`config.mk`:
```
export PLATFORM = sky130hd
export DESIGN_NAME = fee_ctrl
export DESIGN_NICKNAME = d
export VERILOG_FILES = /design/src/hdl/fee_pkg.sv /design/src/hdl/fee_ctrl.sv
export SDC_FILE = /design/constraint.sdc
export NUM_CORES = 1
export LEC_CHECK = 0
export BUFFER_PORTS_ARGS = -buffer_cell sky130_fd_sc_hd__buf_2
export CAP_MARGIN = 30
export CORE_ASPECT_RATIO = 2
export CORE_MARGIN = 3
export CORE_UTILIZATION = 60
export DETAILED_ROUTE_END_ITERATION = 10
export PLACE_DENSITY = 0.83
export SLEW_MARGIN = 10
export SYNTH_ARGS = -nofsm -noshare
export SYNTH_HDL_FRONTEND = slang
export SYNTH_SLANG_ARGS = --single-unit
```
`constraint.sdc`:
```
create_clock -name clk -period 12.75 [get_ports clk]
set_input_delay 0 -clock clk [delete_from_list [all_inputs] [get_ports clk]]
set_output_delay 0 -clock clk [all_outputs]
set_load 0.01 [all_outputs]
```
`src/hdl/fee_pkg.sv`:
```
// shared constants and helpers for the two-page flash eeprom emulator
`default_nettype none
package fee_pkg;

  // default geometry
  localparam int PAGE_BYTES_DEF = 1024;
  localparam int NUM_VARS_DEF   = 8;
  localparam int MAX_VAR_BYTES  = 8;

  // signed width of scan pointers, covers a page and the longest record jump
  localparam int IW = 18;

  localparam logic [31:0] ONES32  = 32'hFFFF_FFFF;
  localparam logic [31:0] MARK32  = 32'hEEEE_EEEE;
  localparam logic [15:0] NO_ADDR = 16'hFFFF;

  // operations
  localparam logic [1:0] OP_INIT  = 2'd0;
  localparam logic [1:0] OP_READ  = 2'd1;
  localparam logic [1:0] OP_WRITE = 2'd2;

  // result status
  localparam logic [2:0] ST_OK        = 3'd0;
  localparam logic [2:0] ST_NOT_FOUND = 3'd1;
  localparam logic [2:0] ST_NO_VALID  = 3'd2;
  localparam logic [2:0] ST_PAGE_FULL = 3'd3;
  localparam logic [2:0] ST_SIZE_OVF  = 3'd4;

  // page states
  localparam logic [1:0] PG_ERASED  = 2'd0;
  localparam logic [1:0] PG_RECEIVE = 2'd1;
  localparam logic [1:0] PG_VALID   = 2'd2;
  localparam logic [1:0] PG_OTHER   = 2'd3;

  // decode a page status pair
  function automatic logic [1:0] page_kind(input logic [31:0] w0, input logic [31:0] w1);
    logic [1:0] k;
    if (w0 == ONES32 && w1 == ONES32) k = PG_ERASED;
    else if (w0 == ONES32 && w1 == MARK32) k = PG_RECEIVE;
    else if (w0 == 32'h0 && w1 == MARK32) k = PG_VALID;
    else k = PG_OTHER;
    return k;
  endfunction

  // keep the low n bytes of a 64-bit word
  function automatic logic [63:0] byte_mask(input logic [3:0] n);
    logic [63:0] m;
    for (int b = 0; b < 8; b++) begin
      m[8*b +: 8] = (n > 4'(b)) ? 8'hFF : 8'h00;
    end
    return m;
  endfunction

endpackage
`default_nettype wire

```
`src/hdl/fee_ctrl.sv`:
```
// operation sequencer: page state decode, record scan, append, copy, erase
`default_nettype none
module fee_ctrl #(
  parameter int PAGE_BYTES = fee_pkg::PAGE_BYTES_DEF,
  parameter int NUM_VARS   = fee_pkg::NUM_VARS_DEF,
  localparam int PW  = PAGE_BYTES / 4,
  localparam int PWB = $clog2(PW),
  localparam int AW  = PWB + 1,
  localparam int VIW = (NUM_VARS > 1) ? $clog2(NUM_VARS) : 1
) (
  input  wire logic                   clk,
  input  wire logic                   rst_n,
  input  wire logic                   in_valid,
  output logic                        in_stall,
  input  wire logic [1:0]             in_operation,
  input  wire logic [15:0]            in_var_address,
  input  wire logic [63:0]            in_write_data,
  input  wire logic [3:0]             in_byte_count,
  output logic                        out_valid,
  input  wire logic                   out_stall,
  output logic [2:0]                  out_status,
  output logic [63:0]                 out_read_data,
  output logic [3:0]                  out_read_length,
  input  wire logic [16*NUM_VARS-1:0] slots,
  output logic                        mem_we,
  output logic [AW-1:0]               mem_addr,
  output logic [31:0]                 mem_wdata,
  input  wire logic [31:0]            mem_rdata
);

  localparam int IW = fee_pkg::IW;

  localparam logic [5:0] S_CLR      = 6'd0;
  localparam logic [5:0] S_IDLE     = 6'd1;
  localparam logic [5:0] S_FIN      = 6'd2;
  localparam logic [5:0] S_OK_FIN   = 6'd3;
  localparam logic [5:0] S_RD_DONE  = 6'd4;
  localparam logic [5:0] S_KI_I     = 6'd5;
  localparam logic [5:0] S_KI_C     = 6'd6;
  localparam logic [5:0] S_RDV      = 6'd7;
  localparam logic [5:0] S_RDV_K    = 6'd8;
  localparam logic [5:0] S_RDS_I    = 6'd9;
  localparam logic [5:0] S_RDS_C    = 6'd10;
  localparam logic [5:0] S_RDD0_I   = 6'd11;
  localparam logic [5:0] S_RDD0_C   = 6'd12;
  localparam logic [5:0] S_RDD1_I   = 6'd13;
  localparam logic [5:0] S_RDD1_C   = 6'd14;
  localparam logic [5:0] S_AP       = 6'd15;
  localparam logic [5:0] S_AP_K     = 6'd16;
  localparam logic [5:0] S_APS_I    = 6'd17;
  localparam logic [5:0] S_APS_C    = 6'd18;
  localparam logic [5:0] S_APW      = 6'd19;
  localparam logic [5:0] S_ER       = 6'd20;
  localparam logic [5:0] S_MV_I     = 6'd21;
  localparam logic [5:0] S_MV_C     = 6'd22;
  localparam logic [5:0] S_MV_W     = 6'd23;
  localparam logic [5:0] S_CP_N     = 6'd24;
  localparam logic [5:0] S_CP_R     = 6'd25;
  localparam logic [5:0] S_CP_A     = 6'd26;
  localparam logic [5:0] S_WR_AP1   = 6'd27;
  localparam logic [5:0] S_PT_A     = 6'd28;
  localparam logic [5:0] S_PT_C     = 6'd29;
  localparam logic [5:0] S_PT_E     = 6'd30;
  localparam logic [5:0] S_INIT_DEC = 6'd31;
  localparam logic [5:0] S_FMT1     = 6'd32;
  localparam logic [5:0] S_FMT2     = 6'd33;
  localparam logic [5:0] S_I_MV     = 6'd34;
  localparam logic [5:0] S_I_CPD    = 6'd35;
  localparam logic [5:0] S_I_ER     = 6'd36;
  localparam logic [5:0] S_FF_I     = 6'd37;
  localparam logic [5:0] S_FF_C     = 6'd38;

  localparam logic [PWB-1:0] W_ZERO = '0;
  localparam logic [PWB-1:0] W_ONE  = PWB'(1);
  localparam logic [PWB-1:0] W_LAST = PWB'(PW - 1);

  // control registers
  logic [5:0]    state_r, state_nxt;
  logic [AW-1:0] j_r, j_nxt;
  logic          out_valid_r, out_valid_nxt;

  // payload registers
  logic [5:0]  ret_k_r, ret_k_nxt, ret_rd_r, ret_rd_nxt, ret_ap_r, ret_ap_nxt;
  logic [5:0]  ret_cp_r, ret_cp_nxt, ret_er_r, ret_er_nxt, ret_mv_r, ret_mv_nxt;
  logic [1:0]  op_r, op_nxt;
  logic [1:0]  k0_r, k0_nxt, k1_r, k1_nxt, kc_r, kc_nxt;
  logic [31:0] w0_r, w0_nxt, d0_r, d0_nxt;
  logic signed [IW-1:0] i_r, i_nxt, abs_r, abs_nxt;
  logic        page_r, page_nxt, ap_page_r, ap_page_nxt, mvp_r, mvp_nxt, erp_r, erp_nxt;
  logic [15:0] rd_target_r, rd_target_nxt, skip_r, skip_nxt, ff_a_r, ff_a_nxt;
  logic [3:0]  rd_req_r, rd_req_nxt, rd_n_r, rd_n_nxt;
  logic [2:0]  rd_st_r, rd_st_nxt, ap_st_r, ap_st_nxt, cp_st_r, cp_st_nxt;
  logic [2:0]  res_st_r, res_st_nxt;
  logic [63:0] rd_data_r, rd_data_nxt;
  logic [15:0] ap_addr_r, ap_addr_nxt;
  logic [63:0] ap_data_r, ap_data_nxt;
  logic [3:0]  ap_size_r, ap_size_nxt;
  logic [1:0]  ak_r, ak_nxt;
  logic [VIW:0] vi_r, vi_nxt;
  logic [2:0]  ost_r, ost_nxt;
  logic [63:0] odata_r, odata_nxt;
  logic [3:0]  olen_r, olen_nxt;

  // shared scan arithmetic on the word just read
  logic [15:0] w_a, w_len, cur_slot;
  logic        w_rec;
  logic signed [IW-1:0] w_wl, i_jump, free_w, need_w, page_base;
  logic [3:0]  n_pick;
  logic [1:0]  ap_nw;
  logic [63:0] ap_masked;

  always_comb begin
    w_a       = mem_rdata[31:16];
    w_len     = mem_rdata[15:0];
    w_wl      = (w_len != 16'hFFFF) ? IW'((32'(w_len) + 32'd3) >> 2) : '0;
    w_rec     = (w_a != fee_pkg::NO_ADDR) && (w_len != 16'hFFFF);
    i_jump    = i_r - w_wl - IW'(1);
    free_w    = IW'(PW - 1) - i_r;
    need_w    = IW'(ap_size_r) + IW'(4);
    page_base = IW'({page_r, W_ZERO});
    n_pick    = ({12'h0, rd_req_r} > w_len) ? w_len[3:0] : rd_req_r;
    if (n_pick > 4'd8) n_pick = 4'd8;
    ap_nw     = 2'((5'(ap_size_r) + 5'd3) >> 2);
    ap_masked = ap_data_r & fee_pkg::byte_mask(ap_size_r);
    cur_slot  = slots[16*vi_r[VIW-1:0] +: 16];
  end

  always_comb begin
    state_nxt = state_r; j_nxt = j_r;
    out_valid_nxt = out_valid_r && out_stall;
    ret_k_nxt = ret_k_r; ret_rd_nxt = ret_rd_r; ret_ap_nxt = ret_ap_r;
    ret_cp_nxt = ret_cp_r; ret_er_nxt = ret_er_r; ret_mv_nxt = ret_mv_r;
    op_nxt = op_r; k0_nxt = k0_r; k1_nxt = k1_r; kc_nxt = kc_r;
    w0_nxt = w0_r; d0_nxt = d0_r; i_nxt = i_r; abs_nxt = abs_r;
    page_nxt = page_r; ap_page_nxt = ap_page_r; mvp_nxt = mvp_r; erp_nxt = erp_r;
    rd_target_nxt = rd_target_r; skip_nxt = skip_r; ff_a_nxt = ff_a_r;
    rd_req_nxt = rd_req_r; rd_n_nxt = rd_n_r; rd_st_nxt = rd_st_r;
    ap_st_nxt = ap_st_r; cp_st_nxt = cp_st_r; res_st_nxt = res_st_r;
    rd_data_nxt = rd_data_r; ap_addr_nxt = ap_addr_r; ap_data_nxt = ap_data_r;
    ap_size_nxt = ap_size_r; ak_nxt = ak_r; vi_nxt = vi_r;
    ost_nxt = ost_r; odata_nxt = odata_r; olen_nxt = olen_r;
    mem_we = 1'b0; mem_addr = '0; mem_wdata = '0;

    unique case (state_r)
      S_CLR: begin
        mem_we = 1'b1; mem_addr = j_r; mem_wdata = fee_pkg::ONES32;
        j_nxt = j_r + AW'(1);
        if (j_r == {AW{1'b1}}) state_nxt = S_IDLE;
      end
      S_IDLE: begin
        if (in_valid) begin
          op_nxt = in_operation;
          kc_nxt = '0;
          unique case (in_operation)
            fee_pkg::OP_INIT: begin
              ret_k_nxt = S_INIT_DEC; state_nxt = S_KI_I;
            end
            fee_pkg::OP_READ: begin
              rd_target_nxt = in_var_address; rd_req_nxt = in_byte_count;
              ret_rd_nxt = S_RD_DONE; state_nxt = S_RDV;
            end
            fee_pkg::OP_WRITE: begin
              ap_addr_nxt = in_var_address; ap_data_nxt = in_write_data;
              ap_size_nxt = in_byte_count; ret_ap_nxt = S_WR_AP1;
              if (in_byte_count > 4'(fee_pkg::MAX_VAR_BYTES)) begin
                res_st_nxt = fee_pkg::ST_SIZE_OVF; state_nxt = S_FIN;
              end else if (in_byte_count == 4'd0) begin
                res_st_nxt = fee_pkg::ST_OK; state_nxt = S_FIN;
              end else begin
                state_nxt = S_AP;
              end
            end
            default: begin
              res_st_nxt = fee_pkg::ST_OK; state_nxt = S_FIN;
            end
          endcase
        end
      end
      S_FIN: begin
        if (!out_valid_r || !out_stall) begin
          out_valid_nxt = 1'b1;
          ost_nxt   = res_st_r;
          odata_nxt = (op_r == fee_pkg::OP_READ) ? rd_data_r : 64'h0;
          olen_nxt  = (op_r == fee_pkg::OP_READ) ? rd_n_r : 4'd0;
          state_nxt = S_IDLE;
        end
      end
      S_OK_FIN: begin
        res_st_nxt = fee_pkg::ST_OK; state_nxt = S_FIN;
      end
      S_RD_DONE: begin
        res_st_nxt = rd_st_r; state_nxt = S_FIN;
      end
      S_KI_I: begin
        mem_addr = {kc_r[1], W_ZERO[PWB-1:1], kc_r[0]};
        state_nxt = S_KI_C;
      end
      S_KI_C: begin
        if (!kc_r[0]) w0_nxt = mem_rdata;
        else if (kc_r[1]) k1_nxt = fee_pkg::page_kind(w0_r, mem_rdata);
        else k0_nxt = fee_pkg::page_kind(w0_r, mem_rdata);
        kc_nxt = kc_r + 2'd1;
        state_nxt = (kc_r == 2'd3) ? ret_k_r : S_KI_I;
      end
      S_RDV: begin
        kc_nxt = '0; ret_k_nxt = S_RDV_K; state_nxt = S_KI_I;
      end
      S_RDV_K: begin
        rd_data_nxt = '0; rd_n_nxt = '0;
        i_nxt = IW'(PW - 1);
        page_nxt = (k0_r != fee_pkg::PG_VALID);
        if (k0_r != fee_pkg::PG_VALID && k1_r != fee_pkg::PG_VALID) begin
          rd_st_nxt = fee_pkg::ST_NO_VALID; state_nxt = ret_rd_r;
        end else if (rd_target_r == fee_pkg::NO_ADDR) begin
          rd_st_nxt = fee_pkg::ST_NOT_FOUND; state_nxt = ret_rd_r;
        end else begin
          state_nxt = S_RDS_I;
        end
      end
      S_RDS_I: begin
        mem_addr = {page_r, i_r[PWB-1:0]};
        if (i_r > 2) state_nxt = S_RDS_C;
        else begin
          rd_st_nxt = fee_pkg::ST_NOT_FOUND; state_nxt = ret_rd_r;
        end
      end
      S_RDS_C: begin
        if (w_a == rd_target_r) begin
          rd_n_nxt = n_pick;
          abs_nxt = page_base + i_r - w_wl;
          state_nxt = S_RDD0_I;
        end else begin
          i_nxt = w_rec ? i_jump : (i_r - IW'(1));
          state_nxt = S_RDS_I;
        end
      end
      S_RDD0_I: begin
        mem_addr = abs_r[AW-1:0]; state_nxt = S_RDD0_C;
      end
      S_RDD0_C: begin
        d0_nxt = (abs_r < 0 || abs_r >= 2*PW) ? fee_pkg::ONES32 : mem_rdata;
        abs_nxt = abs_r + IW'(1);
        state_nxt = S_RDD1_I;
      end
      S_RDD1_I: begin
        mem_addr = abs_r[AW-1:0]; state_nxt = S_RDD1_C;
      end
      S_RDD1_C: begin
        rd_data_nxt = {((abs_r < 0 || abs_r >= 2*PW) ? fee_pkg::ONES32 : mem_rdata), d0_r}
                      & fee_pkg::byte_mask(rd_n_r);
        rd_st_nxt = fee_pkg::ST_OK;
        state_nxt = ret_rd_r;
      end
      S_AP: begin
        kc_nxt = '0; ret_k_nxt = S_AP_K; state_nxt = S_KI_I;
      end
      S_AP_K: begin
        i_nxt = IW'(PW - 1);
        if (ap_size_r == 4'd0) begin
          ap_st_nxt = fee_pkg::ST_OK; state_nxt = ret_ap_r;
        end else if (k1_r == fee_pkg::PG_VALID) begin
          ap_page_nxt = (k0_r != fee_pkg::PG_RECEIVE); state_nxt = S_APS_I;
        end else if (k0_r == fee_pkg::PG_VALID) begin
          ap_page_nxt = (k1_r == fee_pkg::PG_RECEIVE); state_nxt = S_APS_I;
        end else begin
          ap_st_nxt = fee_pkg::ST_NO_VALID; state_nxt = ret_ap_r;
        end
      end
      S_APS_I: begin
        mem_addr = {ap_page_r, i_r[PWB-1:0]};
        if (i_r >= 1) state_nxt = S_APS_C;
        else begin
          ap_st_nxt = fee_pkg::ST_PAGE_FULL; state_nxt = ret_ap_r;
        end
      end
      S_APS_C: begin
        if (mem_rdata != fee_pkg::ONES32) begin
          if ((free_w <<< 2) < need_w) begin
            ap_st_nxt = fee_pkg::ST_PAGE_FULL; state_nxt = ret_ap_r;
          end else begin
            i_nxt = i_r + IW'(1); ak_nxt = '0; state_nxt = S_APW;
          end
        end else begin
          i_nxt = i_r - IW'(1); state_nxt = S_APS_I;
        end
      end
      S_APW: begin
        mem_we = 1'b1;
        mem_addr = {ap_page_r, i_r[PWB-1:0]};
        if (ak_r < ap_nw) begin
          mem_wdata = ak_r[0] ? ap_masked[63:32] : ap_masked[31:0];
          i_nxt = i_r + IW'(1); ak_nxt = ak_r + 2'd1;
        end else begin
          mem_wdata = {ap_addr_r, 12'h0, ap_size_r};
          ap_st_nxt = fee_pkg::ST_OK; state_nxt = ret_ap_r;
        end
      end
      S_ER: begin
        mem_we = 1'b1; mem_addr = {erp_r, j_r[PWB-1:0]}; mem_wdata = fee_pkg::ONES32;
        j_nxt = j_r + AW'(1);
        if (j_r[PWB-1:0] == W_LAST) state_nxt = ret_er_r;
      end
      S_MV_I: begin
        mem_addr = {mvp_r, W_ONE}; state_nxt = S_MV_C;
      end
      S_MV_C: begin
        mem_addr = {mvp_r, W_ONE};
        mem_we = (mem_rdata == fee_pkg::ONES32);
        mem_wdata = fee_pkg::MARK32;
        state_nxt = S_MV_W;
      end
      S_MV_W: begin
        mem_we = 1'b1; mem_addr = {mvp_r, W_ZERO}; mem_wdata = 32'h0;
        state_nxt = ret_mv_r;
      end
      S_CP_N: begin
        if (vi_r == (VIW+1)'(NUM_VARS)) begin
          cp_st_nxt = fee_pkg::ST_OK; state_nxt = ret_cp_r;
        end else if (cur_slot == skip_r || cur_slot == fee_pkg::NO_ADDR) begin
          vi_nxt = vi_r + (VIW+1)'(1);
        end else begin
          rd_target_nxt = cur_slot; rd_req_nxt = 4'(fee_pkg::MAX_VAR_BYTES);
          ret_rd_nxt = S_CP_R; state_nxt = S_RDV;
        end
      end
      S_CP_R: begin
        if (rd_st_r != fee_pkg::ST_OK) begin
          vi_nxt = vi_r + (VIW+1)'(1); state_nxt = S_CP_N;
        end else begin
          ap_addr_nxt = rd_target_r; ap_data_nxt = rd_data_r; ap_size_nxt = rd_n_r;
          ret_ap_nxt = S_CP_A; state_nxt = S_AP;
        end
      end
      S_CP_A: begin
        if (ap_st_r != fee_pkg::ST_OK) begin
          cp_st_nxt = ap_st_r; state_nxt = ret_cp_r;
        end else begin
          vi_nxt = vi_r + (VIW+1)'(1); state_nxt = S_CP_N;
        end
      end
      S_WR_AP1: begin
        if (ap_st_r != fee_pkg::ST_PAGE_FULL) begin
          res_st_nxt = ap_st_r; state_nxt = S_FIN;
        end else if (k0_r != fee_pkg::PG_VALID && k1_r != fee_pkg::PG_VALID) begin
          res_st_nxt = fee_pkg::ST_NO_VALID; state_nxt = S_FIN;
        end else begin
          // old page is the readable one, the other starts receiving
          erp_nxt = (k0_r != fee_pkg::PG_VALID);
          mem_we = 1'b1;
          mem_addr = {(k0_r == fee_pkg::PG_VALID), W_ONE};
          mem_wdata = fee_pkg::MARK32;
          ret_ap_nxt = S_PT_A; state_nxt = S_AP;
        end
      end
      S_PT_A: begin
        if (ap_st_r != fee_pkg::ST_OK) begin
          res_st_nxt = ap_st_r; state_nxt = S_FIN;
        end else begin
          skip_nxt = ap_addr_r; vi_nxt = '0; ret_cp_nxt = S_PT_C; state_nxt = S_CP_N;
        end
      end
      S_PT_C: begin
        if (cp_st_r != fee_pkg::ST_OK) begin
          res_st_nxt = cp_st_r; state_nxt = S_FIN;
        end else begin
          j_nxt = '0; ret_er_nxt = S_PT_E; state_nxt = S_ER;
        end
      end
      S_PT_E: begin
        mvp_nxt = !erp_r; ret_mv_nxt = S_OK_FIN; state_nxt = S_MV_I;
      end
      S_INIT_DEC: begin
        j_nxt = '0;
        i_nxt = IW'(PW - 1);
        ff_a_nxt = fee_pkg::NO_ADDR;
        ret_er_nxt = S_OK_FIN;
        // default repair is a full format
        erp_nxt = 1'b0; ret_er_nxt = S_FMT1; state_nxt = S_ER;
        priority if (k0_r == fee_pkg::PG_ERASED && k1_r == fee_pkg::PG_VALID) begin
          ret_er_nxt = S_OK_FIN;
        end else if (k0_r == fee_pkg::PG_ERASED && k1_r == fee_pkg::PG_RECEIVE) begin
          mvp_nxt = 1'b1; ret_er_nxt = S_I_MV;
        end else if (k0_r == fee_pkg::PG_RECEIVE && k1_r == fee_pkg::PG_VALID) begin
          page_nxt = 1'b0; mvp_nxt = 1'b0; erp_nxt = 1'b1; state_nxt = S_FF_I;
        end else if (k0_r == fee_pkg::PG_RECEIVE && k1_r == fee_pkg::PG_ERASED) begin
          erp_nxt = 1'b1; mvp_nxt = 1'b0; ret_er_nxt = S_I_MV;
        end else if (k0_r == fee_pkg::PG_VALID && k1_r == fee_pkg::PG_ERASED) begin
          erp_nxt = 1'b1; ret_er_nxt = S_OK_FIN;
        end else if (k0_r == fee_pkg::PG_VALID &&
                     (k1_r == fee_pkg::PG_RECEIVE || k1_r == fee_pkg::PG_OTHER)) begin
          page_nxt = 1'b1; mvp_nxt = 1'b1; erp_nxt = 1'b0; state_nxt = S_FF_I;
        end else begin
          ret_er_nxt = S_FMT1;
        end
      end
      S_FMT1: begin
        mvp_nxt = 1'b0; ret_mv_nxt = S_FMT2; state_nxt = S_MV_I;
      end
      S_FMT2: begin
        erp_nxt = 1'b1; j_nxt = '0; ret_er_nxt = S_OK_FIN; state_nxt = S_ER;
      end
      S_I_MV: begin
        ret_mv_nxt = S_OK_FIN; state_nxt = S_MV_I;
      end
      S_I_CPD: begin
        if (cp_st_r != fee_pkg::ST_OK) begin
          res_st_nxt = cp_st_r; state_nxt = S_FIN;
        end else begin
          ret_mv_nxt = S_I_ER; state_nxt = S_MV_I;
        end
      end
      S_I_ER: begin
        j_nxt = '0; ret_er_nxt = S_OK_FIN; state_nxt = S_ER;
      end
      S_FF_I: begin
        mem_addr = {page_r, i_r[PWB-1:0]};
        if (i_r > 2) state_nxt = S_FF_C;
        else begin
          skip_nxt = ff_a_r; vi_nxt = '0; ret_cp_nxt = S_I_CPD; state_nxt = S_CP_N;
        end
      end
      S_FF_C: begin
        ff_a_nxt = w_a;
        i_nxt = w_rec ? i_jump : (i_r - IW'(1));
        state_nxt = S_FF_I;
      end
      default: begin
        state_nxt = S_IDLE;
      end
    endcase
  end

  always_ff @(posedge clk) begin
    if (!rst_n) begin
      state_r <= S_CLR;
      j_r <= '0;
      out_valid_r <= 1'b0;
    end else begin
      state_r <= state_nxt;
      j_r <= j_nxt;
      out_valid_r <= out_valid_nxt;
    end
  end

  always_ff @(posedge clk) begin
    ret_k_r <= ret_k_nxt; ret_rd_r <= ret_rd_nxt; ret_ap_r <= ret_ap_nxt;
    ret_cp_r <= ret_cp_nxt; ret_er_r <= ret_er_nxt; ret_mv_r <= ret_mv_nxt;
    op_r <= op_nxt; k0_r <= k0_nxt; k1_r <= k1_nxt; kc_r <= kc_nxt;
    w0_r <= w0_nxt; d0_r <= d0_nxt; i_r <= i_nxt; abs_r <= abs_nxt;
    page_r <= page_nxt; ap_page_r <= ap_page_nxt; mvp_r <= mvp_nxt; erp_r <= erp_nxt;
    rd_target_r <= rd_target_nxt; skip_r <= skip_nxt; ff_a_r <= ff_a_nxt;
    rd_req_r <= rd_req_nxt; rd_n_r <= rd_n_nxt; rd_st_r <= rd_st_nxt;
    ap_st_r <= ap_st_nxt; cp_st_r <= cp_st_nxt; res_st_r <= res_st_nxt;
    rd_data_r <= rd_data_nxt; ap_addr_r <= ap_addr_nxt; ap_data_r <= ap_data_nxt;
    ap_size_r <= ap_size_nxt; ak_r <= ak_nxt; vi_r <= vi_nxt;
    ost_r <= ost_nxt; odata_r <= odata_nxt; olen_r <= olen_nxt;
  end

  assign in_stall        = (state_r != S_IDLE);
  assign out_valid       = out_valid_r;
  assign out_status      = ost_r;
  assign out_read_data   = odata_r;
  assign out_read_length = olen_r;

`ifndef ASSERT_OFF
  a_clear_done: assert property (@(posedge clk) disable iff (!rst_n)
    (state_r == S_CLR && j_r == {AW{1'b1}}) |=> state_r == S_IDLE)
    else $error("clearing pass did not end in idle");
  a_idle_no_write: assert property (@(posedge clk) disable iff (!rst_n)
    state_r == S_IDLE |-> !mem_we)
    else $error("flash written while idle");
  a_len_bound: assert property (@(posedge clk) disable iff (!rst_n)
    out_valid |-> out_read_length <= 4'd8)
    else $error("read length above eight");
  a_fail_empty: assert property (@(posedge clk) disable iff (!rst_n)
    (out_valid && out_status != fee_pkg::ST_OK) |-> (out_read_length == 4'd0 &&
    out_read_data == 64'h0))
    else $error("failed request returned data");
`endif

endmodule
`default_nettype wire

```
After elaboration in Yosys (flattened, before gate mapping)
Index checks and enable logic that the tools add are counted.
{ "op_classes": {"addsub": 15, "magnitude_cmp": 25, "n_eq_ne": 112, "n_shift": 1, "n_mux": 195, "bitwise_logic": 5, "reduce_logical": 96} }
{ "op_table": {"columns": ["op", "count"], "rows": [
  ["6-bit 2-to-1 mux", 45],
  ["64-bit one-hot mux with 2 select lines", 2],
  ["6-bit one-hot mux with 34 select lines", 1],
  ["64-bit 2-to-1 mux", 3],
  ["32-bit 2-to-1 mux", 5],
  ["16-bit 2-to-1 mux", 9],
  ["64-bit bitwise AND", 2],
  ["8-bit 2-to-1 mux", 16],
  ["16-bit one-hot mux with 2 select lines", 4],
  ["32-bit one-hot mux with 4 select lines", 1],
  ["128-bit by 8-bit indexed part select with 16-bit output", 1],
  ["18-bit 2-to-1 mux", 6],
  ["32-bit equality test (second input constant)", 3],
  ["6-bit by 5-bit equality test with 1-bit output (second input constant)", 16],
  ["18-bit one-hot mux with 5 select lines", 1],
  ["9-bit one-hot mux with 9 select lines", 1],
  ["4-bit 2-to-1 mux", 20],
  ["2-bit inequality test (second input constant)", 36],
  ["6-bit one-hot mux with 3 select lines", 4],
  ["3-bit 2-to-1 mux", 18],
  ["6-bit by 4-bit equality test with 1-bit output (second input constant)", 8],
  ["6-bit equality test (second input constant)", 7],
  ["18-bit by 2-bit adder with 18-bit output (second input constant)", 2],
  ["18-bit one-hot mux with 2 select lines", 1],
  ["79 further kinds", 237]
]} }
{ "totals": {"regBits": 457, "in_bits": 250, "output_inout_bits": 115, "elab_cells": 488} }

Depth between registers and ports, before layout
{ "depth": {"depth_word": 10, "mapped_depth": 17, "ltp_nobuf": 17} }

Worst setup path after synthesis
No wires, ideal clock.
{ "synth_timing": {"path_kind": "register to register", "startpoint": "reg state_r[3]", "endpoint": "reg ap_addr_r[0] (enable)", "setup_time_ns": 0.527, "arrival_time_ns": 5.086, "required_time_ns": 12.223, "setup_slack_ns": 7.137, "path_stages_with_launch": 6, "n_path_buf": 1, "period_less_slack_ns": 5.613, "cell_sequence": "dfxtp_1 -> clkbuf_1 -> or4b_2 -> nor4_1 -> nor2_1 -> nor2_1"} }
{ "synth_between": {"elab_chain_len": 3, "word_cells_on_any_way": 7, "classes_between": "eq/ne (5); reduce/logical (2)"} }
{ "synth_rtl": {"columns": ["item", "line_no", "source"], "rows": [
  ["start: declaration", "fee_ctrl.sv:78", "logic [5:0] state_r, state_nxt;"],
  ["start signal: assignment", "fee_ctrl.sv:439", "state_r <= state_nxt;"],
  ["6-bit by 1-bit equality test with 1-bit output / 6-bit by 5-bit equality test with 1-bit output (equally long branches)", "fee_ctrl.sv:144", "unique case (state_r)"],
  ["2-bit inequality test (no line) / 2-bit nonzero test (equally long branches)", null, null],
  ["4-bit AND reduction (no line) (*)", null, null],
  ["end signal: assignment", "fee_ctrl.sv:454", "rd_data_r <= rd_data_nxt; ap_addr_r <= ap_addr_nxt; ap_data_r <= ap_data_nxt;"],
  ["end: declaration", "fee_ctrl.sv:95", "logic [15:0] ap_addr_r, ap_addr_nxt;"]
]} }
Mark *: on every way between the ends. The rest lies on a longest branch, timed or not.
A chain may end at the register's enable or synchronous reset.

Worst setup path in the final report
{ "layout_timing": {"startpoint": "reg i_r[1]", "endpoint": "reg abs_r[15] (data pin)"} }
{ "layout_between": {"elab_chain_len": 4} }
{ "layout_rtl": {"columns": ["item", "line_no", "source"], "rows": [
  ["start: declaration", "fee_ctrl.sv:88", "logic signed [IW-1:0] i_r, i_nxt, abs_r, abs_nxt;"],
  ["start signal: assignment", "fee_ctrl.sv:449", "w0_r <= w0_nxt; d0_r <= d0_nxt; i_r <= i_nxt; abs_r <= abs_nxt;"],
  ["10-bit by 18-bit adder with 18-bit output", "fee_ctrl.sv:230", "abs_nxt = page_base + i_r - w_wl;"],
  ["18-bit by 16-bit subtractor with 18-bit output", "fee_ctrl.sv:230", null],
  ["18-bit 2-to-1 mux", "fee_ctrl.sv:228", "if (w_a == rd_target_r) begin"],
  ["18-bit one-hot mux with 2 select lines", "fee_ctrl.sv:144", null],
  ["named net abs_nxt[15]", "fee_ctrl.sv:88", null],
  ["end signal: assignment", "fee_ctrl.sv:449", null],
  ["end: declaration", "fee_ctrl.sv:88", null]
]} }
The timed path passes the listed nets, and every way through them passes these cells. The select of a mux whose other input is x is not followed.

==> results.yml <==
outcome:
  outcome: "finished clean"
setup_path:
  worst-setup-path-type: "reg2reg"
  cp.arrival_ns: 4.57
  worstPathMaxFanout: 11
  slowest_delay_ns: 0.55
  crit_chain: "ha_1 -> ha_1 -> fa_1 -> a211oi_1 -> o31ai_1 -> o41ai_1 -> o21ai_0 -> a2111o_1 -> a31oi_1 -> xnor2_1 -> o21ai_0"
  start_kind: "flip-flop"
  path_buf_inv: 0
  required_ns: 13.04
  slowest_stage: "edfxtp_1"
  critical_path.top_delay_family: "compound AO/OA/AOI/OAI gates"
  cp-end-kind: "flip-flop"
timing:
  worst_pin_slew_ns: 1.087
  slew_violations: 0
  finalSetupTns_ns: 0
  setup_violations: 0
  finClkSkew_ns: 0.02548
  min_period_over_period_pct: 33.57
  max_clock_freq_mhz: 233.6
  hold_violations: 0
  finalCriticalPeriod_ns: 4.280
  rsz0062_at_grt: "no"
  slew_headroom_pct: 27.52
synth:
  synthArstFlopShare_pct: 0
  synthFlopType: "edfxtp_1"
  synthCells: 2271
  synth_fp_nets: 2593
  ys_warn_count: 0
  synth_edf_count: 420
  ys_seq_area_share_pct: 51.72
  synth_cell_types: 87
  syn_area_um2: 25000
  synth_top_area_cell: "edfxtp_1"
  yosys-top-cells-area: "edfxtp_1, mux2_2, nand2_1, and2_1, ha_1"
  avgSynthCellArea_um2: 11.01
  yosysTopAreaCellShare_pct: 50.44
  ys_ff_latch: 436
run:
  maxCapViolCount: 0
detailed_routing:
  post_drt_wl_per_cell_um: 27.39
  route.detailed.drc: 0
  ant_nets: 0
  dr.first_iter.drc_count: 2484
  routed_via_density: 6.616
  vias: 21880
  first_pass_iters: 6
  drt-total-wl_mm: 90.56
floorplanning:
  die_w_um: 150.4
  boundaryPins: 365
  start_util_pct: 60.81
  core_area_um2: 41120
  dieHeight_um: 294.7
  dieArea_um2: 44310
  row_count: 105
place:
  gp_congestion: 1.124
  hpwl_mm: 66.35
  place_inst: 3103
  io_buffers: 364
clock_network:
  cts.htree.levels: 2
  path_clk_slew_ns: 0.07
  postCtsSetupRepairBufs: 0
  numCtsBuffers: 39
  root_buffer: "clkbuf_16"
  clk_latency_ns: 0.58
  cts_tree: "yes"
  cts_buffer_depth: 3
  cts.sinks: 436
final_layout:
  mostFrequentLayoutCells: "edfxtp_1, buf_2, nand2_1"
  area_growth_syn_to_layout_pct: 19.57
  nNetsFinal: 3058
  mostFrequentLayoutCell: "edfxtp_1"
  final_cells: 3307
  ff_latch_area_um2: 12930
  fillerInstances: 2804
  multi_input_area_um2: 11370
  drive_above_1_share_pct: 23.78
hold_path:
  hp-class: "in2reg"
grt:
  grt_pass1_wl_mm: 131.2
  grt_use_total_pct: 39.78
  grt_pass1_vias: 21940
  grt_remaining_overflow: 0
  grt_max_degree: 71
  antenna_found_initial: 5
pwr:
  ir_drop_uv: 137.8
  p_per_area_nw_per_um2: 164.9
  power_leakage_nw: 11.25
-- metal layers --
| layer | routed length, µm | up-vias | share of wire, % | global-route usage, % |
|---|---|---|---|---|
| met4 | 9160 | 0 | 10 | 32.83 |
| met3 | 7532 | 467 | 8.3 | 5.569 |
| met2 | 45850 | 1585 | 51 | 68.56 |
| met5 | 0 | - | 0 | 0 |
| li1 | - | 9358 | - | - |
| met1 | 28020 | 10470 | 31 | 42.49 |
-- Yosys cell counts (all sizes together) (7+ instances only) --
master and number:
xnor2 72, a21oi 104, edfxtp 420, nand2b 12
nor2 156, o22ai 9, nand4 55, a211oi 11
nor2b 50, clkbuf 73, mux4 24, or3 18
and2 123, a31oi 17, nand2 226, a221oi 9
buf 28, fa 14, nand3 65, ha 58
o211ai 10, dfxtp 16, a22oi 44, o31ai 7
xor2 48, or2 56, mux2i 37, and3 32
nor3 38, inv 79, a222oi 8, o21ai 115
nor4 34, mux2 85
-- where the power goes --
| group | switching [mW] | internal [mW] |
|---|---|---|
| clock network | 0.565 | 0.625 |
| logic | 1.07 | 0.670 |
| registers | 0.188 | 1.81 |
| total | 1.82 | 3.11 |
-- registers in the layout, summed over array words and instances (netlist names), 16 cells and up --
name and cells:
ff_a_r 16, d0_r 32, skip_r 16, out_read_data 64, rd_data_r 64, abs_r 18
w0_r 32, rd_target_r 16, ap_data_r 64, i_r 18, ap_addr_r 16
-- worst reg2reg max path: cells and delay by family (launching register included) --
family | cells | cell delay [ns]
AO/OA/AOI/OAI | 7 | 2.23
flip-flops | 1 | 0.55
XOR/XNOR | 1 | 0.15
adder cells (fa/ha/maj) | 3 | 1.07
-- logic make-up after synthesis --
kind of cell,Yosys count,share of synthesized area [%]
DFF,436,51.72
muxes,146,7.536
xor gates and xnor gates,120,4.203
buffers and inverters,181,3.022
adders and majority gates,72,4.023
and+or+nand+nor,904,18.79
AOI/OAI and AO/OA,412,10.70
-- path summary, 6_finish.rpt --
check / slack (ns) / endpoint / cells past startpoint / start
worst min register to register: 0.43 / out_status[1]$_DFFE_PP_ / 0 / res_st_r[1]$_DFFE_PP_
worst max register to register: 8.47 / abs_r[15]$_DFFE_PP_ / 11 / i_r[1]$_DFFE_PP_
worst max-delay path: 8.47 / abs_r[15]$_DFFE_PP_ / 11 / i_r[1]$_DFFE_PP_
worst min-delay path: 0.08 / rd_target_r[5]$_DFFE_PP_ / 4 / slots[117]
-- metrics by stage --
step	power, mW	hold WS (ns)	instance area, µm²	setup slack [ns]	utilization, %
finish	4.930	0.08011	29900	8.470	72.71
global route	5.111	0.1110	29900	8.266	72.71
detailed placement	3.660	0.2469	27370	8.526	66.57
global placement	3.613	0.2402	27320	8.575	66.43
floorplan	3.033	0.09887	25000	7.137	-
CTS	4.862	0.06506	29850	8.542	72.58
-- final cells by class --
| cell class | instances | area share [%] |
|---|---|---|
| flip-flops and latches | 436 | 43.26 |
| multi-input cells | 1654 | 38.02 |
| repair buffers | 525 | 11.25 |
| clock buffers | 51 | 3.448 |
| well taps | 535 | 2.239 |
| inverters | 80 | 1.004 |
| clock inverters | 21 | 0.7407 |
| diodes | 5 | 0.04185 |
-- repair_timing --
action | 4_1_cts | 5_1_grt
hold endpoints to repair | 206 | 0
gates resized for setup | 0 | 0
hold buffers | 122 | 0
Note: power is estimated with default switching activity, not from simulation.
